[config.mk]
export PLATFORM = sky130hd
export DESIGN_NAME = wmv_mac
export DESIGN_NICKNAME = d
export VERILOG_FILES = /design/src/assert_macros.svh /design/src/wmv_pkg.sv /design/src/wmv_mac.sv
export SDC_FILE = /design/constraint.sdc
export NUM_CORES = 1
export LEC_CHECK = 0
export ABC_CLOCK_PERIOD_IN_PS = 3980
export BUFFER_PORTS_ARGS = -buffer_cell sky130_fd_sc_hd__buf_2
export CORE_MARGIN = 2
export CORE_UTILIZATION = 65
export CTS_CLUSTER_DIAMETER = 120
export DETAILED_ROUTE_END_ITERATION = 8
export PLACE_DENSITY = 0.84
export SYNTH_ARGS = -nofsm -noshare
export SYNTH_HDL_FRONTEND = slang
export SYNTH_SLANG_ARGS = --single-unit
[constraint.sdc]
create_clock -name clk_i -period 3.98 [get_ports clk_i]
set_input_delay 0.597 -clock clk_i [delete_from_list [all_inputs] [get_ports clk_i]]
set_output_delay 0.597 -clock clk_i [all_outputs]
set_load 0.03 [all_outputs]
[src/assert_macros.svh]
// ----------------------------------------------------------------------------
// Assertion macros
// Implication checks on the rising clock edge, disabled while in reset.
// ----------------------------------------------------------------------------
`ifndef ASSERT_MACROS_SVH
`define ASSERT_MACROS_SVH

// same-cycle implication
`define ASSERT_IMPLY(label, clk, rst_n, ante, cons, msg) \
  label: assert property (@(posedge clk) disable iff (!rst_n) (ante) |-> (cons)) \
    else $error(msg);

// next-cycle implication
`define ASSERT_NEXT(label, clk, rst_n, ante, cons, msg) \
  label: assert property (@(posedge clk) disable iff (!rst_n) (ante) |=> (cons)) \
    else $error(msg);

`endif

[src/wmv_pkg.sv]
`timescale 1ns / 1ps
// ----------------------------------------------------------------------------
// wmv_pkg
// Shared types, constants and helper functions of the vertex generator.
// ----------------------------------------------------------------------------
package wmv_pkg;

  localparam int unsigned BUF_SAMPLES  = 512;
  localparam int unsigned MAX_VERTICES = 128;
  localparam int unsigned RIGHT_LEAD   = 25;

  localparam int unsigned ADDR_W    = $clog2(BUF_SAMPLES);
  localparam int unsigned SUM_W     = ADDR_W + 2;
  localparam int unsigned N_W       = 8;
  localparam int unsigned IDX_W     = 7;
  localparam int unsigned SIDX_W    = 9;
  localparam int unsigned SAMPLE_W  = 16;
  localparam int unsigned COORD_W   = 16;
  localparam int unsigned VW_W      = 14;
  localparam int unsigned CFG_IDX_W = 4;
  localparam int unsigned CFG_W     = 16;

  localparam int unsigned N_BASE = (BUF_SAMPLES < MAX_VERTICES) ? BUF_SAMPLES : MAX_VERTICES;
  localparam int unsigned N_MIN  = 32;

  // width/6 by reciprocal, exact for every width below 3*N_BASE
  localparam int unsigned DIV6_MUL   = 683;
  localparam int unsigned DIV6_SHIFT = 12;
  localparam int unsigned SMALL_VW_W = $clog2(3 * N_BASE);
  localparam int unsigned SIX_PROD_W = SMALL_VW_W + DIV6_SHIFT;

  // ramp quotient bits: (i << RAMP_W) / n
  localparam int unsigned RAMP_W    = 14;
  localparam int unsigned RAMP_BIAS = 8192;
  localparam int unsigned DCNT_W    = $clog2(RAMP_W + 1);
  localparam int unsigned REM_W     = N_W + 1;

  // shared multiplier
  localparam int unsigned OP_W       = 19;
  localparam int unsigned PROD_W     = 2 * OP_W;
  localparam int unsigned ACC_W      = PROD_W + 2;
  localparam int unsigned FRAC_SHIFT = 17;
  localparam int unsigned SH_W       = ACC_W - FRAC_SHIFT;

  localparam int unsigned C_RIGHT = 14418;
  localparam int unsigned C_LEFT  = 15401;
  localparam int unsigned W1_BASE = 91750;
  localparam int unsigned W_ONE   = 131072;

  localparam logic signed [OP_W-1:0] SAT_HI = OP_W'(32767);
  localparam logic signed [OP_W-1:0] SAT_LO = -OP_W'(32768);
  localparam logic signed [SH_W-1:0] BLEND_HI = SH_W'(16384);
  localparam logic signed [SH_W-1:0] BLEND_LO = -SH_W'(16384);

  localparam logic [CFG_IDX_W-1:0] CFG_VIEWPORT = CFG_IDX_W'(0);
  localparam logic [CFG_IDX_W-1:0] CFG_PARAM    = CFG_IDX_W'(1);
  localparam logic [CFG_IDX_W-1:0] CFG_WAVE_X   = CFG_IDX_W'(2);
  localparam logic [CFG_IDX_W-1:0] CFG_WAVE_Y   = CFG_IDX_W'(3);

  localparam logic REQ_LOAD   = 1'b0;
  localparam logic REQ_VERTEX = 1'b1;

  typedef struct packed {
    logic                       req_type;
    logic [SIDX_W-1:0]          sample_index;
    logic signed [SAMPLE_W-1:0] left_sample;
    logic signed [SAMPLE_W-1:0] right_sample;
    logic [IDX_W-1:0]           vertex_index;
  } wmv_req_t;

  typedef struct packed {
    logic signed [COORD_W-1:0] vertex_x;
    logic signed [COORD_W-1:0] vertex_y;
    logic [N_W-1:0]            active_count;
    logic                      in_range;
  } wmv_res_t;

  typedef struct packed {
    logic                   en;
    logic                   clr;
    logic signed [OP_W-1:0] a;
    logic signed [OP_W-1:0] b;
  } wmv_mac_cmd_t;

  typedef enum logic [1:0] {
    ST_IDLE,
    ST_DIV,
    ST_CALC
  } wmv_state_e;

  function automatic logic [N_W-1:0] calc_active(input logic [VW_W-1:0] vw);
    logic [SIX_PROD_W-1:0] prod;
    logic [N_W-1:0]        sixth;
    prod  = SIX_PROD_W'(vw[SMALL_VW_W-1:0]) * SIX_PROD_W'(DIV6_MUL);
    sixth = N_W'(prod >> DIV6_SHIFT);
    if (vw >= VW_W'(3 * N_BASE)) begin
      return N_W'(N_BASE);
    end else if (sixth < N_W'(N_MIN)) begin
      return N_W'(N_MIN);
    end
    return sixth;
  endfunction

  function automatic logic signed [COORD_W-1:0] sat_coord(input logic signed [OP_W-1:0] v);
    if (v > SAT_HI) begin
      return COORD_W'(SAT_HI);
    end else if (v < SAT_LO) begin
      return COORD_W'(SAT_LO);
    end
    return v[COORD_W-1:0];
  endfunction

  function automatic logic signed [COORD_W-1:0] clamp_blend(input logic signed [SH_W-1:0] v);
    if (v > BLEND_HI) begin
      return COORD_W'(BLEND_HI);
    end else if (v < BLEND_LO) begin
      return COORD_W'(BLEND_LO);
    end
    return v[COORD_W-1:0];
  endfunction

endpackage

[src/wmv_mac.sv]
`timescale 1ns / 1ps
// ----------------------------------------------------------------------------
// wmv_mac
// Shared signed multiply-accumulate unit: registered product, then
// accumulate (or restart) in the following cycle.
// ----------------------------------------------------------------------------
module wmv_mac (
  input  logic                                clk_i,
  input  logic                                rst_ni,
  input  wmv_pkg::wmv_mac_cmd_t               cmd_i,
  output logic signed [wmv_pkg::ACC_W-1:0]    acc_o
);

  logic                                 en_q;
  logic                                 clr_q;
  logic signed [wmv_pkg::PROD_W-1:0]    prod_q;
  logic signed [wmv_pkg::ACC_W-1:0]     acc_q;
  logic signed [wmv_pkg::ACC_W-1:0]     prod_ext;
  logic signed [wmv_pkg::ACC_W-1:0]     acc_base;

  assign prod_ext = {{(wmv_pkg::ACC_W - wmv_pkg::PROD_W){prod_q[wmv_pkg::PROD_W-1]}}, prod_q};
  assign acc_base = clr_q ? '0 : acc_q;

  always_ff @(posedge clk_i or negedge rst_ni) begin
    if (!rst_ni) begin
      en_q  <= 1'b0;
      clr_q <= 1'b0;
    end else begin
      en_q  <= cmd_i.en;
      clr_q <= cmd_i.clr;
    end
  end

  always_ff @(posedge clk_i) begin
    if (cmd_i.en) begin
      prod_q <= cmd_i.a * cmd_i.b;
    end
    if (en_q) begin
      acc_q <= acc_base + prod_ext;
    end
  end

  assign acc_o = acc_q;

endmodule
Word-level counts from Yosys, hierarchy flattened --
Index checks and enable logic that the tools add are counted.
Word-level totals: register bits 80, word-level logic and storage cells 7
Cells by class: add/sub/neg operators 1, multipliers 1, mux-type cells 1
Operators with widths (number):
- $add 40x38->40 | 1
- $mux 40 | 1
- $mul 19x19->38 | 1

Longest topological paths before layout --
depth after elaboration 2, gate-level depth with buffers 26

Worst setup path before layout --
OpenSTA, ideal clock, no wires.
path kind input -> register, start in cmd_i[37] (netlist name), end reg prod_q[31] (netlist name), data pin, setup time 0.258 ns, data arrival time 6.565 ns, data required time 3.722 ns, slack -2.843 ns, stages 23, path buffers 2, cells stage by stage clkbuf_1 -> clkbuf_1 -> nand2_1 -> fa_1 -> inv_1 -> fa_1 -> inv_1 -> fa_1 -> inv_1 -> fa_1 -> fa_1 -> fa_1 -> ha_1 -> ha_1 -> nand4_1 -> nor3_1 -> o21ai_0 -> a2111oi_0 -> a211o_1 -> a31oi_1 -> o21bai_1 -> a21oi_1 -> xnor2_1
Between the ends: longest elaborated chain between the ends 1
Ends and longest elaborated chain:
- start, declared | line wmv_mac.sv:10 | input wmv_pkg::wmv_mac_cmd_t cmd_i,
- $mul 19x19->38 | line wmv_mac.sv:36 | prod_q <= cmd_i.a * cmd_i.b;
- end signal, assigned | line wmv_mac.sv:36
- end, declared | line wmv_mac.sv:16 | logic signed [wmv_pkg::PROD_W-1:0] prod_q;
No other way between the ends. A chain may end at the register's enable or synchronous reset.

Worst setup path after layout --
start in cmd_i[21] (netlist name), end reg prod_q[37] (netlist name), data pin
Same word-level chain as after synthesis.

==> results.yml <==
setup_path:
  critPathMaxStageDelay_ns: 0.60
  cp_slowest_cell: "fa_1"
  reg2reg_depth: 12
  endpoint_kind: "flop"
  critPathKind: "in -> reg"
  cp.arrival_ns: 6.51
  r2r-start: "clr_q$_DFF_PN0_"
  r2r_slack_ns: 0.41
  r2r_end: "acc_o[35]$_DFFE_PP_"
  path_cells: "buf_4 -> buf_4 -> nand2_1 -> fa_1 -> inv_1 -> ha_1 -> inv_1 -> fa_1 -> inv_1 -> fa_2 -> fa_2 -> fa_2 -> fa_1 -> ha_4 -> a21oi_4 -> nor3_2 -> o311ai_1 -> nand2_1 -> o41a_1 -> a31o_1 -> a31oi_1 -> xnor2_1"
  cp_max_fo: 9
  startpoint_type: "input pin"
  required_ns: 4.07
clock_network:
  cts_tree: "built"
  cts_buffers: 9
  clk_pin_slew_ns: 0.06
  ctsHtreeMaxLevel: 3
  clockBufferDepth: 2
  insertion_delay_ns: 0.34
  cts_root_buf: "clkbuf_16"
  clock-sinks: 80
sta:
  hold_viol_final: 0
  rsz0062_at_grt: "yes"
  clock_skew_ns: 0.00420
  fin_setup_tns_ns: -62.28
  fmax_ghz: 0.156
  timing.slew.headroom_pct: 42.4
  worstMarginPinSlew_ns: 0.863
  final-max-slew-violation-count: 0
  finalWorstSetupSlack_ns: -2.44
  finalSetupViolCount: 33
  post-route-period-util_pct: 161
  period_needed_ns: 6.42
place:
  gp_congestion: 0.985
  port_buffers: 81
  dp_hpwl_um: 39100
  place_ws_ns: -2.85
synth:
  synth-seq-area-share_pct: 13.1
  async_flop_share_pct: 2.50
  yosysUniqueCellTypes: 61
  syn_inst: 1878
  avgSynthCellArea_um2: 9.71
  ys_warn_count: 0
  syn_nets: 2442
  ys.flop_type: "edfxtp_1"
  synth-edff-count: 78
  yosys_register_bits: 80
  synthesis.area_mm2: 0.0182
detailed_routing:
  wirelength_um: 55700
  wire_per_inst_um: 21.9
  vias: 15267
  final_antenna_net_count: 0
  drc: 0
  drt_iter0_markers: 1637
  viasPerCell: 6.00
  dr.pass1.iters: 5
floorplan:
  io_pins: 82
  fp.dieArea_mm2: 0.0294
  coreArea_mm2: 0.0277
  die_h_um: 171
  die_w_um: 171
  start_util_pct: 65.8
  rows: 61
layout:
  nets: 2726
  areaGrowthSynthToFinish_pct: 25.2
  layout_commonest_cell: "inv_1"
  num-fill-cells: 1362
  most-common-layout-cells: "inv_1, fa_1, buf_4"
  drive_gt1_share_pct: 26.9
  antenna_cells: 0
global_route:
  grt_pass1_wl_um: 80200
  grt_start_max_net_pins: 41
  grt_use_total_pct: 35.4
  gr-total-overflow: 0
  antenna_found_initial: 0
  grt_pass1_vias: 16163
outcome:
  status: "finished, violations left"
  violations: "setup timing"
run:
  cap_violations: 0
worst_hold_path:
  min_path_type: "in -> async"
==> final cells by class <==
class / count / area, um2 / area share (%)
Inverter: 384 / 1440 / 6.33
Multi-Input combinational cell: 1348 / 15400 / 67.4
Clock buffer: 12 / 236 / 1.04
Sequential cell: 80 / 2390 / 10.5
Timing Repair Buffer: 339 / 2830 / 12.4
Tap cell: 378 / 473 / 2.07
Clock inverter: 4 / 68.8 / 0.301
==> worst max-delay path, delay by kind of cell <==
family          cells  cell delay [ns]
xor+xnor            1             0.09
buf+inv             5             0.63
compound gates      5             1.31
fa+ha+maj           8             3.54
simple gates        3             0.32
==> worst max-delay path by stage <==
stage | cells past startpoint | endpoint | start | slack [ns]
4_1_cts | 21 | prod_q[35]$_DFFE_PP_ | cmd_i[36] | -2.22
3_3_place_gp | 25 | prod_q[23]$_DFFE_PP_ | cmd_i[1] | -2.63
3_5_place_dp | 25 | prod_q[23]$_DFFE_PP_ | cmd_i[1] | -2.85
6_report | 22 | prod_q[37]$_DFFE_PP_ | cmd_i[21] | -2.44
2_1_floorplan | 23 | prod_q[31]$_DFFE_PP_ | cmd_i[37] | -2.22
5_1_grt | 22 | prod_q[31]$_DFFE_PP_ | cmd_i[31] | -2.62
==> stage by stage <==
stage / instances / utilization, % / hold WS [ns] / area, um2
2_1_floorplan: 1878 / - / 0.301 / 19100
3_3_place_gp: 2495 / 76.0 / 0.382 / 21100
3_5_place_dp: 2495 / 76.0 / 0.385 / 21100
4_1_cts: 2541 / 80.4 / 0.0252 / 22300
5_1_grt: 2545 / 82.4 / 0.0243 / 22800
6_report: 2545 / 82.4 / 0.0312 / 22800
==> what timing repair did <==
action	4_1_cts	5_1_grt
pin swaps	88	94
hold buffers	0	0
hold endpoints to repair	0	0
gates cloned	2	0
setup endpoints to repair	32	33
buffers inserted	36	21
gates resized for setup	182	119
==> sequential cells by signal (all words and copies together), names as in the netlist <==
signal / cells
clr_q: 1
en_q: 1
acc_o: 40
prod_q: 38
==> synth_stat cells (3+ instances only) <==
cell type | number | area share [%]
a21boi_0 | 4 | 0.16
a21o_1 | 24 | 0.99
and2_1 | 187 | 6.4
nor2b_1 | 46 | 1.6
o21a_1 | 9 | 0.37
buf_2 | 3 | 0.082
fa_1 | 370 | 41
o21ai_1 | 5 | 0.14
clkbuf_1 | 59 | 1.2
nor3_1 | 17 | 0.47
a221oi_1 | 3 | 0.14
a2111oi_0 | 3 | 0.14
a21oi_2 | 4 | 0.19
xnor2_1 | 53 | 2.5
inv_1 | 384 | 7.9
nor2_1 | 51 | 1.1
buf_1 | 4 | 0.082
and3_1 | 5 | 0.17
a211oi_1 | 4 | 0.16
o21ai_0 | 27 | 0.74
nand3_1 | 17 | 0.47
nand2_1 | 189 | 3.9
nand3b_1 | 6 | 0.25
ha_1 | 152 | 10
o211ai_1 | 4 | 0.16
a21oi_1 | 62 | 1.7
edfxtp_1 | 78 | 13
o21bai_1 | 13 | 0.54
a31oi_1 | 9 | 0.31
nand4_1 | 9 | 0.31
xor2_1 | 20 | 0.96
or3_1 | 3 | 0.10
nand2b_1 | 14 | 0.48
==> layer usage <==
layer  GRT usage, %  wire (um)  up-vias
met2           62.3      27100     1081
met5              0          0        -
met4           15.1       3620        0
met1           43.5      19800     7489
met3           5.59       5190      341
li1               -          -     6356
==> kinds of logic (layout without fill, tap and decap cells) <==
group	after synthesis	count (layout)	share of synthesized area, %
AND/OR/NAND/NOR	554	554	15.6
adder cells (fa/ha/maj)	522	522	51.1
buffers and inverters	450	739	9.29
AO/OA/AOI/OAI	199	199	7.38
XOR/XNOR	73	73	3.51
flip-flops	80	80	13.1
Power is not shown: default switching activity piles up to over one toggle a cycle in this logic, so the estimate is an artifact.
