<file path="src/assert_macros.svh">
// ----------------------------------------------------------------------------
// Assertion macros
// Implication checks on the rising clock edge, disabled while in reset.
// ----------------------------------------------------------------------------
`ifndef ASSERT_MACROS_SVH
`define ASSERT_MACROS_SVH

// same-cycle implication
`define ASSERT_IMPLY(label, clk, rst_n, ante, cons, msg) \
  label: assert property (@(posedge clk) disable iff (!rst_n) (ante) |-> (cons)) \
    else $error(msg);

// next-cycle implication
`define ASSERT_NEXT(label, clk, rst_n, ante, cons, msg) \
  label: assert property (@(posedge clk) disable iff (!rst_n) (ante) |=> (cons)) \
    else $error(msg);

`endif

</file>
<file path="src/wmv_pkg.sv">
`timescale 1ns / 1ps
// ----------------------------------------------------------------------------
// wmv_pkg
// Shared types, constants and helper functions of the vertex generator.
// ----------------------------------------------------------------------------
package wmv_pkg;

  localparam int unsigned BUF_SAMPLES  = 512;
  localparam int unsigned MAX_VERTICES = 128;
  localparam int unsigned RIGHT_LEAD   = 25;

  localparam int unsigned ADDR_W    = $clog2(BUF_SAMPLES);
  localparam int unsigned SUM_W     = ADDR_W + 2;
  localparam int unsigned N_W       = 8;
  localparam int unsigned IDX_W     = 7;
  localparam int unsigned SIDX_W    = 9;
  localparam int unsigned SAMPLE_W  = 16;
  localparam int unsigned COORD_W   = 16;
  localparam int unsigned VW_W      = 14;
  localparam int unsigned CFG_IDX_W = 4;
  localparam int unsigned CFG_W     = 16;

  localparam int unsigned N_BASE = (BUF_SAMPLES < MAX_VERTICES) ? BUF_SAMPLES : MAX_VERTICES;
  localparam int unsigned N_MIN  = 32;

  // width/6 by reciprocal, exact for every width below 3*N_BASE
  localparam int unsigned DIV6_MUL   = 683;
  localparam int unsigned DIV6_SHIFT = 12;
  localparam int unsigned SMALL_VW_W = $clog2(3 * N_BASE);
  localparam int unsigned SIX_PROD_W = SMALL_VW_W + DIV6_SHIFT;

  // ramp quotient bits: (i << RAMP_W) / n
  localparam int unsigned RAMP_W    = 14;
  localparam int unsigned RAMP_BIAS = 8192;
  localparam int unsigned DCNT_W    = $clog2(RAMP_W + 1);
  localparam int unsigned REM_W     = N_W + 1;

  // shared multiplier
  localparam int unsigned OP_W       = 19;
  localparam int unsigned PROD_W     = 2 * OP_W;
  localparam int unsigned ACC_W      = PROD_W + 2;
  localparam int unsigned FRAC_SHIFT = 17;
  localparam int unsigned SH_W       = ACC_W - FRAC_SHIFT;

  localparam int unsigned C_RIGHT = 14418;
  localparam int unsigned C_LEFT  = 15401;
  localparam int unsigned W1_BASE = 91750;
  localparam int unsigned W_ONE   = 131072;

  localparam logic signed [OP_W-1:0] SAT_HI = OP_W'(32767);
  localparam logic signed [OP_W-1:0] SAT_LO = -OP_W'(32768);
  localparam logic signed [SH_W-1:0] BLEND_HI = SH_W'(16384);
  localparam logic signed [SH_W-1:0] BLEND_LO = -SH_W'(16384);

  localparam logic [CFG_IDX_W-1:0] CFG_VIEWPORT = CFG_IDX_W'(0);
  localparam logic [CFG_IDX_W-1:0] CFG_PARAM    = CFG_IDX_W'(1);
  localparam logic [CFG_IDX_W-1:0] CFG_WAVE_X   = CFG_IDX_W'(2);
  localparam logic [CFG_IDX_W-1:0] CFG_WAVE_Y   = CFG_IDX_W'(3);

  localparam logic REQ_LOAD   = 1'b0;
  localparam logic REQ_VERTEX = 1'b1;

  typedef struct packed {
    logic                       req_type;
    logic [SIDX_W-1:0]          sample_index;
    logic signed [SAMPLE_W-1:0] left_sample;
    logic signed [SAMPLE_W-1:0] right_sample;
    logic [IDX_W-1:0]           vertex_index;
  } wmv_req_t;

  typedef struct packed {
    logic signed [COORD_W-1:0] vertex_x;
    logic signed [COORD_W-1:0] vertex_y;
    logic [N_W-1:0]            active_count;
    logic                      in_range;
  } wmv_res_t;

  typedef struct packed {
    logic                   en;
    logic                   clr;
    logic signed [OP_W-1:0] a;
    logic signed [OP_W-1:0] b;
  } wmv_mac_cmd_t;

  typedef enum logic [1:0] {
    ST_IDLE,
    ST_DIV,
    ST_CALC
  } wmv_state_e;

  function automatic logic [N_W-1:0] calc_active(input logic [VW_W-1:0] vw);
    logic [SIX_PROD_W-1:0] prod;
    logic [N_W-1:0]        sixth;
    prod  = SIX_PROD_W'(vw[SMALL_VW_W-1:0]) * SIX_PROD_W'(DIV6_MUL);
    sixth = N_W'(prod >> DIV6_SHIFT);
    if (vw >= VW_W'(3 * N_BASE)) begin
      return N_W'(N_BASE);
    end else if (sixth < N_W'(N_MIN)) begin
      return N_W'(N_MIN);
    end
    return sixth;
  endfunction

  function automatic logic signed [COORD_W-1:0] sat_coord(input logic signed [OP_W-1:0] v);
    if (v > SAT_HI) begin
      return COORD_W'(SAT_HI);
    end else if (v < SAT_LO) begin
      return COORD_W'(SAT_LO);
    end
    return v[COORD_W-1:0];
  endfunction

  function automatic logic signed [COORD_W-1:0] clamp_blend(input logic signed [SH_W-1:0] v);
    if (v > BLEND_HI) begin
      return COORD_W'(BLEND_HI);
    end else if (v < BLEND_LO) begin
      return COORD_W'(BLEND_LO);
    end
    return v[COORD_W-1:0];
  endfunction

endpackage

</file>
<file path="src/wmv_div.sv">
`timescale 1ns / 1ps
// ----------------------------------------------------------------------------
// wmv_div
// Restoring divider for the ramp term: quotient = (num << RAMP_W) / den,
// one quotient bit per cycle. Requires num < den.
// ----------------------------------------------------------------------------
module wmv_div (
  input  logic                                clk_i,
  input  logic                                rst_ni,
  input  logic                                start_i,
  input  logic [wmv_pkg::IDX_W-1:0]           num_i,
  input  logic [wmv_pkg::N_W-1:0]             den_i,
  output logic                                busy_o,
  output logic [wmv_pkg::RAMP_W-1:0]          quo_o
);

  logic [wmv_pkg::DCNT_W-1:0] cnt_q, cnt_d;
  logic [wmv_pkg::REM_W-1:0]  rem_q, rem_d;
  logic [wmv_pkg::RAMP_W-1:0] quo_q, quo_d;
  logic [wmv_pkg::N_W-1:0]    den_q, den_d;
  logic [wmv_pkg::REM_W-1:0]  rem2;

  assign rem2 = {rem_q[wmv_pkg::REM_W-2:0], 1'b0};

  always_comb begin
    cnt_d = cnt_q;
    rem_d = rem_q;
    quo_d = quo_q;
    den_d = den_q;
    if (start_i) begin
      cnt_d = wmv_pkg::DCNT_W'(wmv_pkg::RAMP_W);
      rem_d = wmv_pkg::REM_W'(num_i);
      quo_d = '0;
      den_d = den_i;
    end else if (cnt_q != '0) begin
      cnt_d = cnt_q - 1'b1;
      if (rem2 >= wmv_pkg::REM_W'(den_q)) begin
        rem_d = rem2 - wmv_pkg::REM_W'(den_q);
        quo_d = {quo_q[wmv_pkg::RAMP_W-2:0], 1'b1};
      end else begin
        rem_d = rem2;
        quo_d = {quo_q[wmv_pkg::RAMP_W-2:0], 1'b0};
      end
    end
  end

  always_ff @(posedge clk_i or negedge rst_ni) begin
    if (!rst_ni) begin
      cnt_q <= '0;
    end else begin
      cnt_q <= cnt_d;
    end
  end

  always_ff @(posedge clk_i) begin
    rem_q <= rem_d;
    quo_q <= quo_d;
    den_q <= den_d;
  end

  assign busy_o = (cnt_q != '0);
  assign quo_o  = quo_q;

endmodule

</file>
<file path="config.mk">
export PLATFORM = sky130hd
export DESIGN_NAME = wmv_div
export DESIGN_NICKNAME = d
export VERILOG_FILES = /design/src/assert_macros.svh /design/src/wmv_pkg.sv /design/src/wmv_div.sv
export SDC_FILE = /design/constraint.sdc
export NUM_CORES = 1
export LEC_CHECK = 0
export BUFFER_PORTS_ARGS = -buffer_cell sky130_fd_sc_hd__buf_2
export CAP_MARGIN = 20
export CORE_ASPECT_RATIO = 0.75
export CORE_MARGIN = 2
export CORE_UTILIZATION = 40
export CTS_CLUSTER_DIAMETER = 80
export DETAILED_ROUTE_END_ITERATION = 6
export GPL_TIMING_DRIVEN = 0
export PLACE_DENSITY = 0.65
export SYNTH_ARGS = -nofsm -noshare
export SYNTH_HDL_FRONTEND = slang
export SYNTH_SLANG_ARGS = --single-unit
</file>
<file path="constraint.sdc">
create_clock -name clk_i -period 2.4 [get_ports clk_i]
set_input_delay 0.48 -clock clk_i [delete_from_list [all_inputs] [get_ports clk_i]]
set_output_delay 0.48 -clock clk_i [all_outputs]
set_load 0.005 [all_outputs]
</file>
Yosys cells after proc, flatten, opt, wreduce, memory -nomap -nowiden
Cells that the tools add are included.
{"block": "totals", "reg_bits": 34, "latchBits": 0, "ramBits": 0, "rom_bits": 0, "in_bits": 18, "out_inout_bits": 15, "elab_cells": 16, "mem_count": 0}
{"block": "classes", "add_sub_neg": 2, "multipliers": 0, "n_div": 0, "order_cmp": 1, "n_eq_ne": 0, "shifts": 0, "mux": 6, "bitwise_logic": 0, "n_reduce_logical": 2}
{"op": "7-bit 2-to-1 mux", "count": 2}
{"op": "9-bit by 8-bit >= comparator with 1-bit output", "count": 1}
{"op": "4-bit 2-to-1 mux", "count": 2}
{"op": "8-bit 2-to-1 mux", "count": 1}
{"op": "8-bit subtractor", "count": 1}
{"op": "4-bit nonzero test", "count": 1}
{"op": "4-bit by 1-bit subtractor with 4-bit output, second input constant", "count": 1}
{"op": "2-bit nonzero test", "count": 1}
{"op": "1-bit 2-to-1 mux", "count": 1}

Logic depth before layout (Yosys ltp)
Gate-level depths: netlist (run 1).
{"block": "logic_depth", "ltp_word": 4, "ltp_mapped": 9, "depth_no_buf": 9}

Worst setup path before layout (run 1)
Ideal clock, no wire load.
{"block": "synth_timing", "kind": "flip-flop to flip-flop", "from": "reg rem_q[0] in the netlist's numbering", "to": "reg rem_q[4] in the netlist's numbering, data pin", "setup_time_ps": 260, "t_arrival_ps": 1990, "required_ps": 2140, "slack_ps": 150, "path_stages_with_launch": 8, "path_buffers": 0, "cell_sequence": "edfxtp_1 > ha_1 > nor2b_1 > o31a_1 > o21ai_2 > nand2_4 > mux2_4 > mux2_2"}
{"block": "synth_between", "elab_chain_cells": 4, "elab_cells_between_ends": 5, "cone_classes": "1 x add/sub; 1 x order compare; 3 x mux"}
{"element": "from (decl)", "line": "wmv_div.sv:18", "text": "logic [wmv_pkg::REM_W-1:0] rem_q, rem_d;"}
{"element": "from (signal assigned)", "line": "wmv_div.sv:56", "text": "rem_q <= rem_d;"}
{"element": "8-bit subtractor or 9-bit by 8-bit >= comparator with 1-bit output (tied branches)", "line": "wmv_div.sv:38, wmv_div.sv:37"}
{"element": "8-bit 2-to-1 mux *", "line": "wmv_div.sv:37", "text": "if (rem2 >= wmv_pkg::REM_W'(den_q)) begin"}
{"element": "7-bit 2-to-1 mux *", "line": "wmv_div.sv:35", "text": "end else if (cnt_q != '0) begin"}
{"element": "7-bit 2-to-1 mux *", "line": "wmv_div.sv:30", "text": "if (start_i) begin"}
{"element": "net rem_d (one bit)", "line": "wmv_div.sv:18"}
The timed path passes the listed nets; every way through them passes the cells marked *. The select of a mux whose other input is x is not followed.
A chain may end at the register's enable or synchronous reset.

Worst setup path in the final report (run 1)
{"block": "layout_timing", "from": "reg rem_q[0] in the netlist's numbering", "to": "reg rem_q[6] in the netlist's numbering, data pin"}
The elaborated chain is that of the path after synthesis.

==> results.sh, run 1 <==
export IMPL_synth_top_family_by_area="simple AND/OR/NAND/NOR gates"
export IMPL_num_vias=1337
export IMPL_fillers=397
export IMPL_grt_pass1_wl_mm=5.64
export IMPL_cts_sinks=34
export IMPL_drt_iter0_drc=114
export IMPL_clockBufferDepth=2
export IMPL_wl_met1_mm=1.73
export IMPL_htree_num_levels=2
export IMPL_area_growth_pct=20.7
export IMPL_syn_nets=208
export IMPL_fin_util_pct=51.2
export IMPL_core_sq_um=4100
export IMPL_synthAdderAreaFrac_pct=8.35
export IMPL_dr_max_layer_used="met4"
export IMPL_die_h_um=61.1
export IMPL_power_density_nw_per_um2=946
export IMPL_ant_nets=0
export IMPL_fin_nets=250
export IMPL_rrSetupSlack_ns=0.11
export IMPL_fp_row_count=20
export IMPL_cts_inserted_buffers=5
export IMPL_fin_area_sq_um=2100
export IMPL_io_buffers=32
export IMPL_synth_seq_cells=34
export IMPL_viasPerCell=4.83
export IMPL_crit_required_ns=2.43
export IMPL_cts_tree="built"
export IMPL_start_kind="flop"
export IMPL_wl_mm=3.36
export IMPL_first_pass_iters=4
export IMPL_hold_violations=0
export IMPL_period_share_pct=95.3
export IMPL_cp_max_fo=5
export IMPL_yosysSeqAreaShare_pct=48.9
export IMPL_crit_family="multiplexers"
export IMPL_finalMaxSlewViolations=0
export IMPL_synthSimpleGateAreaFrac_pct=16.1
export IMPL_min_period_ns=2.29
export IMPL_dieArea_sq_um=4900
export IMPL_muxShareOfSynthArea_pct=5.32
export IMPL_hold_class="primary input to flop"
export IMPL_syn_area_per_cell_sq_um=9.72
export IMPL_crit_chain="ha_1, nor2b_1, o31a_1, o21ai_2, nand2_4, mux2_4, mux2_2"
export IMPL_dp_cells=266
export IMPL_worst_setup_path_type="flop to flop"
export IMPL_vdd_ir_drop_max_v=0.000509
export IMPL_drive_above_1_share_pct=23.4
export IMPL_layout_commonest_cell="nand2_1"
export IMPL_synth_xor_area_share_pct=3.02
export IMPL_cp_num_buf_inv=0
export IMPL_final_cell_mix="nand2_1, buf_2, a21oi_1, edfxtp_1, dfxtp_1"
export IMPL_grt_total_usage_pct=15.4
export IMPL_io_pins=33
export IMPL_arrival_ns=2.32
export IMPL_final_setup_viol_count=0
export IMPL_instances_no_fill=277
export IMPL_dpl_hpwl_mm=2.46
export IMPL_met3WireLength_um=195
export IMPL_antenna_found_initial=0
export IMPL_max_freq_mhz=437
export IMPL_max_cap_violations=0
export IMPL_antenna_cells=0
export IMPL_syn_area_sq_um=1740
export IMPL_place_congestion=0.778
export IMPL_outcome="complete, no violations"
export IMPL_ys_warn_count=0
export IMPL_synth_edff_count=15
export IMPL_die_width_um=80.1
export IMPL_maxSlewHeadroom_pct=63.8
export IMPL_worst_pin_slew_ns=0.543
export IMPL_synthCells=179
export IMPL_ys_flop_type="edfxtp_1"
export IMPL_async_reset_ff_share_pct=11.8
export IMPL_dr_wl_met2_mm=1.42
export IMPL_slowest_stage="edfxtp_1"
export IMPL_skew_ns=0.00181
export IMPL_grt_ovfl_total=0
export IMPL_clock_root_buffer="clkbuf_8"
export IMPL_place_area_sq_um=1970
export IMPL_endpoint_kind="flop"
export IMPL_drc=0
export IMPL_cts_clk_slew_worst_paths_ns=0.07
export IMPL_clock_latency_ns=0.28
export IMPL_synth_compound_area_share_pct=13.5
export IMPL_synth_cell_types=39
export IMPL_initial_core_util_pct=42.4
export IMPL_leakage_nw=0.905
export IMPL_tns_ns=0
export IMPL_cp_slowest_stage_delay_ns=0.45
export IMPL_grt_max_degree=19
export IMPL_wl_per_cell_um=12.1
export IMPL_grt_pass1_vias=1240
## worst paths after layout
path | to | startpoint | cells after the start
setup / recovery | rem_q[6] | rem_q[0] | 7
hold / removal | den_q[1] | den_i[1] | 1
setup reg to reg | rem_q[6] | rem_q[0] | 7
hold reg to reg | quo_o[8] | quo_o[8] | 2
max in group asynchronous | cnt_q[0] | rst_ni | 2
min in group asynchronous | cnt_q[3] | rst_ni | 2
## where the power goes
part	internal, mW	total [mW]	switching (mW)
Sequential	0.713	0.776	0.0627
Combinational	0.403	0.785	0.382
Clock	0.231	0.425	0.194
## Yosys cell counts (2+ instances only)
master / count / share of area (%)
nand2b_1: 3 / 1.1
ha_1: 10 / 7.2
nand4_1: 2 / 0.72
xnor2_1: 3 / 1.5
nor2b_1: 5 / 1.8
mux2_4: 2 / 1.7
dfxtp_1: 15 / 17
nand2_1: 35 / 7.6
o31ai_1: 2 / 0.86
o31a_1: 2 / 1.0
edfxtp_1: 15 / 26
dfrtp_1: 4 / 5.8
mux2i_1: 4 / 2.3
nor2_1: 9 / 1.9
mux2_2: 2 / 1.3
o21ai_0: 6 / 1.7
clkbuf_1: 6 / 1.3
xor2_1: 3 / 1.5
a21oi_1: 19 / 5.5
inv_1: 13 / 2.8
## cell families after synthesis
family | count (synthesis)
AOI/OAI and AO/OA | 37
xor gates and xnor gates | 6
adders and majority gates | 11
buffers and inverters | 22
DFF | 34
muxes | 8
and+or+nand+nor | 61
## metrics by stage
stage                     setup WS (ns)  hold WS (ns)  total power [mW]
after global placement           0.0318         0.287              1.52
after global routing            -0.0218         0.362              2.13
after detailed placement         0.0227         0.287              1.53
after CTS                        0.0132         0.367              1.95
after floorplan                   0.150         0.184              1.37
final                             0.112         0.375              1.99
## per-layer routing
metal	global-route usage, %	up-vias
li1	-	690
met1	22.6	609
met2	22.4	36
met3	4.11	2
met4	5.08	0
met5	0	-
## repair_timing
action                     CTS  global route
setup endpoints to repair    1             3
hold buffers                 1             0
pin swaps                    0             2
buffers inserted             0             3
hold endpoints to repair     4             0
resized for setup            2             2
## area by class of cell
class	instances	area [sq um]	share of cell area, %
Sequential cell	34	851	40.5
Tap cell	55	68.8	3.28
Multi-Input combinational cell	123	808	38.5
Clock buffer	7	86.3	4.11
Inverter	14	57.6	2.74
Clock inverter	1	5.00	0.238
Buffer	7	30.0	1.43
Timing Repair Buffer	36	193	9.18
## state kept, by name, indices dropped and copies added, names as in the netlist
register,count
cnt_q,4
den_q,8
quo_o,14
rem_q,8
Power figures use the tool's default switching activity.
==> run 2, diff against run 1 <==
--- a/config.mk
+++ b/config.mk
@@ -7,13 +7,15 @@
 export LEC_CHECK = 0
 export BUFFER_PORTS_ARGS = -buffer_cell sky130_fd_sc_hd__buf_2
 export CAP_MARGIN = 20
+export CELL_PAD_IN_SITES_DETAIL_PLACEMENT = 2
+export CELL_PAD_IN_SITES_GLOBAL_PLACEMENT = 2
 export CORE_ASPECT_RATIO = 0.75
 export CORE_MARGIN = 2
-export CORE_UTILIZATION = 40
+export CORE_UTILIZATION = 30
 export CTS_CLUSTER_DIAMETER = 80
 export DETAILED_ROUTE_END_ITERATION = 6
 export GPL_TIMING_DRIVEN = 0
-export PLACE_DENSITY = 0.65
+export PLACE_DENSITY = 0.76
 export SYNTH_ARGS = -nofsm -noshare
 export SYNTH_HDL_FRONTEND = slang
 export SYNTH_SLANG_ARGS = --single-unit
==> run 2 against run 1 <==
Die area grew 31%; clock power shrank 2%; cell count grew 7.6%; count of clock-buffer cells in the layout grew 1; via count grew 4.8%; setup slack lost 0.095 ns; clock skew grew 0.0077 ns; worst hold slack lost 0.013 ns; critical path depth is the same; largest cell class unchanged; largest power group unchanged; highest routed layer unchanged.
==> results.sh, run 2 (synthesis gave the netlist of run 1 again) <==
export IMPL_outcome="complete, no violations"
export IMPL_layout_commonest_cell="nand2_1"
export IMPL_place_congestion=0.687
export IMPL_comb_power_share_pct=41.7
export IMPL_final_setup_viol_count=0
export IMPL_clock_latency_ns=0.29
export IMPL_dieArea_sq_um=6430
export IMPL_max_cap_violations=0
export IMPL_die_width_um=91.9
export IMPL_power_switching_mw=0.708
export IMPL_io_pins=33
export IMPL_rrSetupSlack_ns=0.02
export IMPL_num_vias=1401
export IMPL_core_sq_um=5470
export IMPL_grt_setup_unrepaired="true"
export IMPL_power_density_nw_per_um2=957
export IMPL_antenna_found_initial=0
export IMPL_wl_mm=4.82
export IMPL_holdPathStages=1
export IMPL_cts_tree="built"
export IMPL_wl_per_cell_um=16.2
export IMPL_swShare_pct=34.7
export IMPL_ant_nets=0
export IMPL_worst_pin_slew_ns=0.575
export IMPL_maxSlewHeadroom_pct=61.6
export IMPL_largest_reg_flops=14
export IMPL_io_buffers=32
export IMPL_finalMaxSlewViolations=0
export IMPL_period_share_pct=99.3
export IMPL_drt_iter0_drc=41
export IMPL_arrival_ns=2.43
export IMPL_grt_pass1_vias=1508
export IMPL_final_cell_mix="nand2_1, buf_2, a21oi_1, edfxtp_1, dfxtp_1"
export IMPL_p_int_mw=1.34
export IMPL_max_freq_mhz=420
export IMPL_crit_chain="ha_1, nor2b_2, o31a_1, o21ai_2, nand2_4, mux2_4, mux2_2"
export IMPL_area_growth_pct=22.8
export IMPL_first_pass_iters=4
export IMPL_skew_ns=0.00949
export IMPL_layout_setup_ws_ns=0.0173
export IMPL_grt_max_degree=19
export IMPL_slowest_stage="edfxtp_1"
export IMPL_start_kind="flop"
export IMPL_viasPerCell=4.70
export IMPL_fp_row_count=23
export IMPL_grt_ovfl_total=0
export IMPL_fillers=636
export IMPL_power_frac_clock_pct=20.4
export IMPL_endpoint_kind="flop"
export IMPL_dpl_hpwl_mm=3.60
export IMPL_cp_max_fo=4
export IMPL_r2r_cells=7
export IMPL_fin_nets=251
export IMPL_worst_setup_path_type="flop to flop"
export IMPL_grt_pass1_wl_mm=7.76
export IMPL_dp_worst_setup_slack_ns=-0.110
export IMPL_whs_ns=0.362
export IMPL_crit_required_ns=2.45
export IMPL_seqPwrFrac_pct=37.9
export IMPL_fin_util_pct=39.1
export IMPL_cts_inserted_buffers=5
export IMPL_antenna_cells=0
export IMPL_leakage_nw=0.903
export IMPL_vdd_ir_drop_max_v=0.000426
export IMPL_cp_slowest_stage_delay_ns=0.45
export IMPL_drive_above_1_share_pct=24.7
export IMPL_initial_core_util_pct=31.8
export IMPL_min_period_ns=2.38
export IMPL_cts_sinks=34
export IMPL_grt_total_usage_pct=15.6
export IMPL_hold_class="primary input to flop"
export IMPL_drc=0
export IMPL_htree_num_levels=2
export IMPL_clockBufferDepth=2
export IMPL_clock_root_buffer="clkbuf_8"
export IMPL_cts_clk_slew_worst_paths_ns=0.07
export IMPL_hold_violations=0
export IMPL_die_h_um=69.9
-- run 2: cell count changes in the layout (fill, tap and decap cells not counted), sizes merged --
| cell | change |
|---|---|
| buf | +2 |
| clkinv | -1 |
-- run 2: cell type report --
type / instances / area (sq um) / share of cell area [%]
Clock buffer: 8 / 80.1 / 3.75
Inverter: 14 / 57.6 / 2.69
Multi-Input combinational cell: 123 / 820 / 38.4
Timing Repair Buffer: 37 / 200 / 9.37
Buffer: 7 / 33.8 / 1.58
Sequential cell: 34 / 851 / 39.8
Tap cell: 75 / 93.8 / 4.39
-- run 2: stage by stage --
step | cells | TNS [ns] | power, mW | cell area (sq um)
floorplan | 179 | 0 | 1.37 | 1740
global placement | 286 | -0.0726 | 1.53 | 1990
detailed placement | 286 | -0.255 | 1.57 | 1990
CTS | 297 | 0 | 2.04 | 2110
global route | 298 | -0.106 | 2.19 | 2140
finish | 298 | 0 | 2.04 | 2140
-- run 2: power by group through the flow --
stage                     clock, mW  combinational, mW  sequential (mW)
after floorplan                   0              0.603            0.769
final                         0.416              0.852            0.775
after detailed placement          0              0.783            0.788
after global placement            0              0.747            0.783
after CTS                     0.428              0.837            0.778
after global routing          0.451              0.948            0.787
-- run 2: path summary, 6_finish.rpt --
kind,end,from
max,rem_q[4],rem_q[0]
min,den_q[6],den_i[6]
max reg2reg,rem_q[4],rem_q[0]
min reg2reg,quo_o[13],quo_o[13]
max in group asynchronous,cnt_q[1],rst_ni
min in group asynchronous,cnt_q[2],rst_ni
-- run 2: what timing repair did --
item                       4_1_cts  5_1_grt
hold buffers                     1        0
setup endpoints to repair        3        3
hold endpoints to repair         4        0
buffers inserted                 3        1
gates resized for setup          4        5
pin swaps                        1        1
-- run 2: worst max-delay path: cells and delay by family, from the launching register on --
kind,cells,cell delay [ns]
AOI/OAI and AO/OA,2,0.49
adders and majority gates,1,0.36
DFF,1,0.45
muxes,2,0.57
and+or+nand+nor,2,0.28
-- run 2: per-layer routing --
layer	part of all wire, %	vias up	track usage [%]
met4	1.5	0	4.98
li1	-	696	-
met3	2.9	7	3.56
met1	49	680	20.6
met5	0	-	0
met2	47	18	25.5
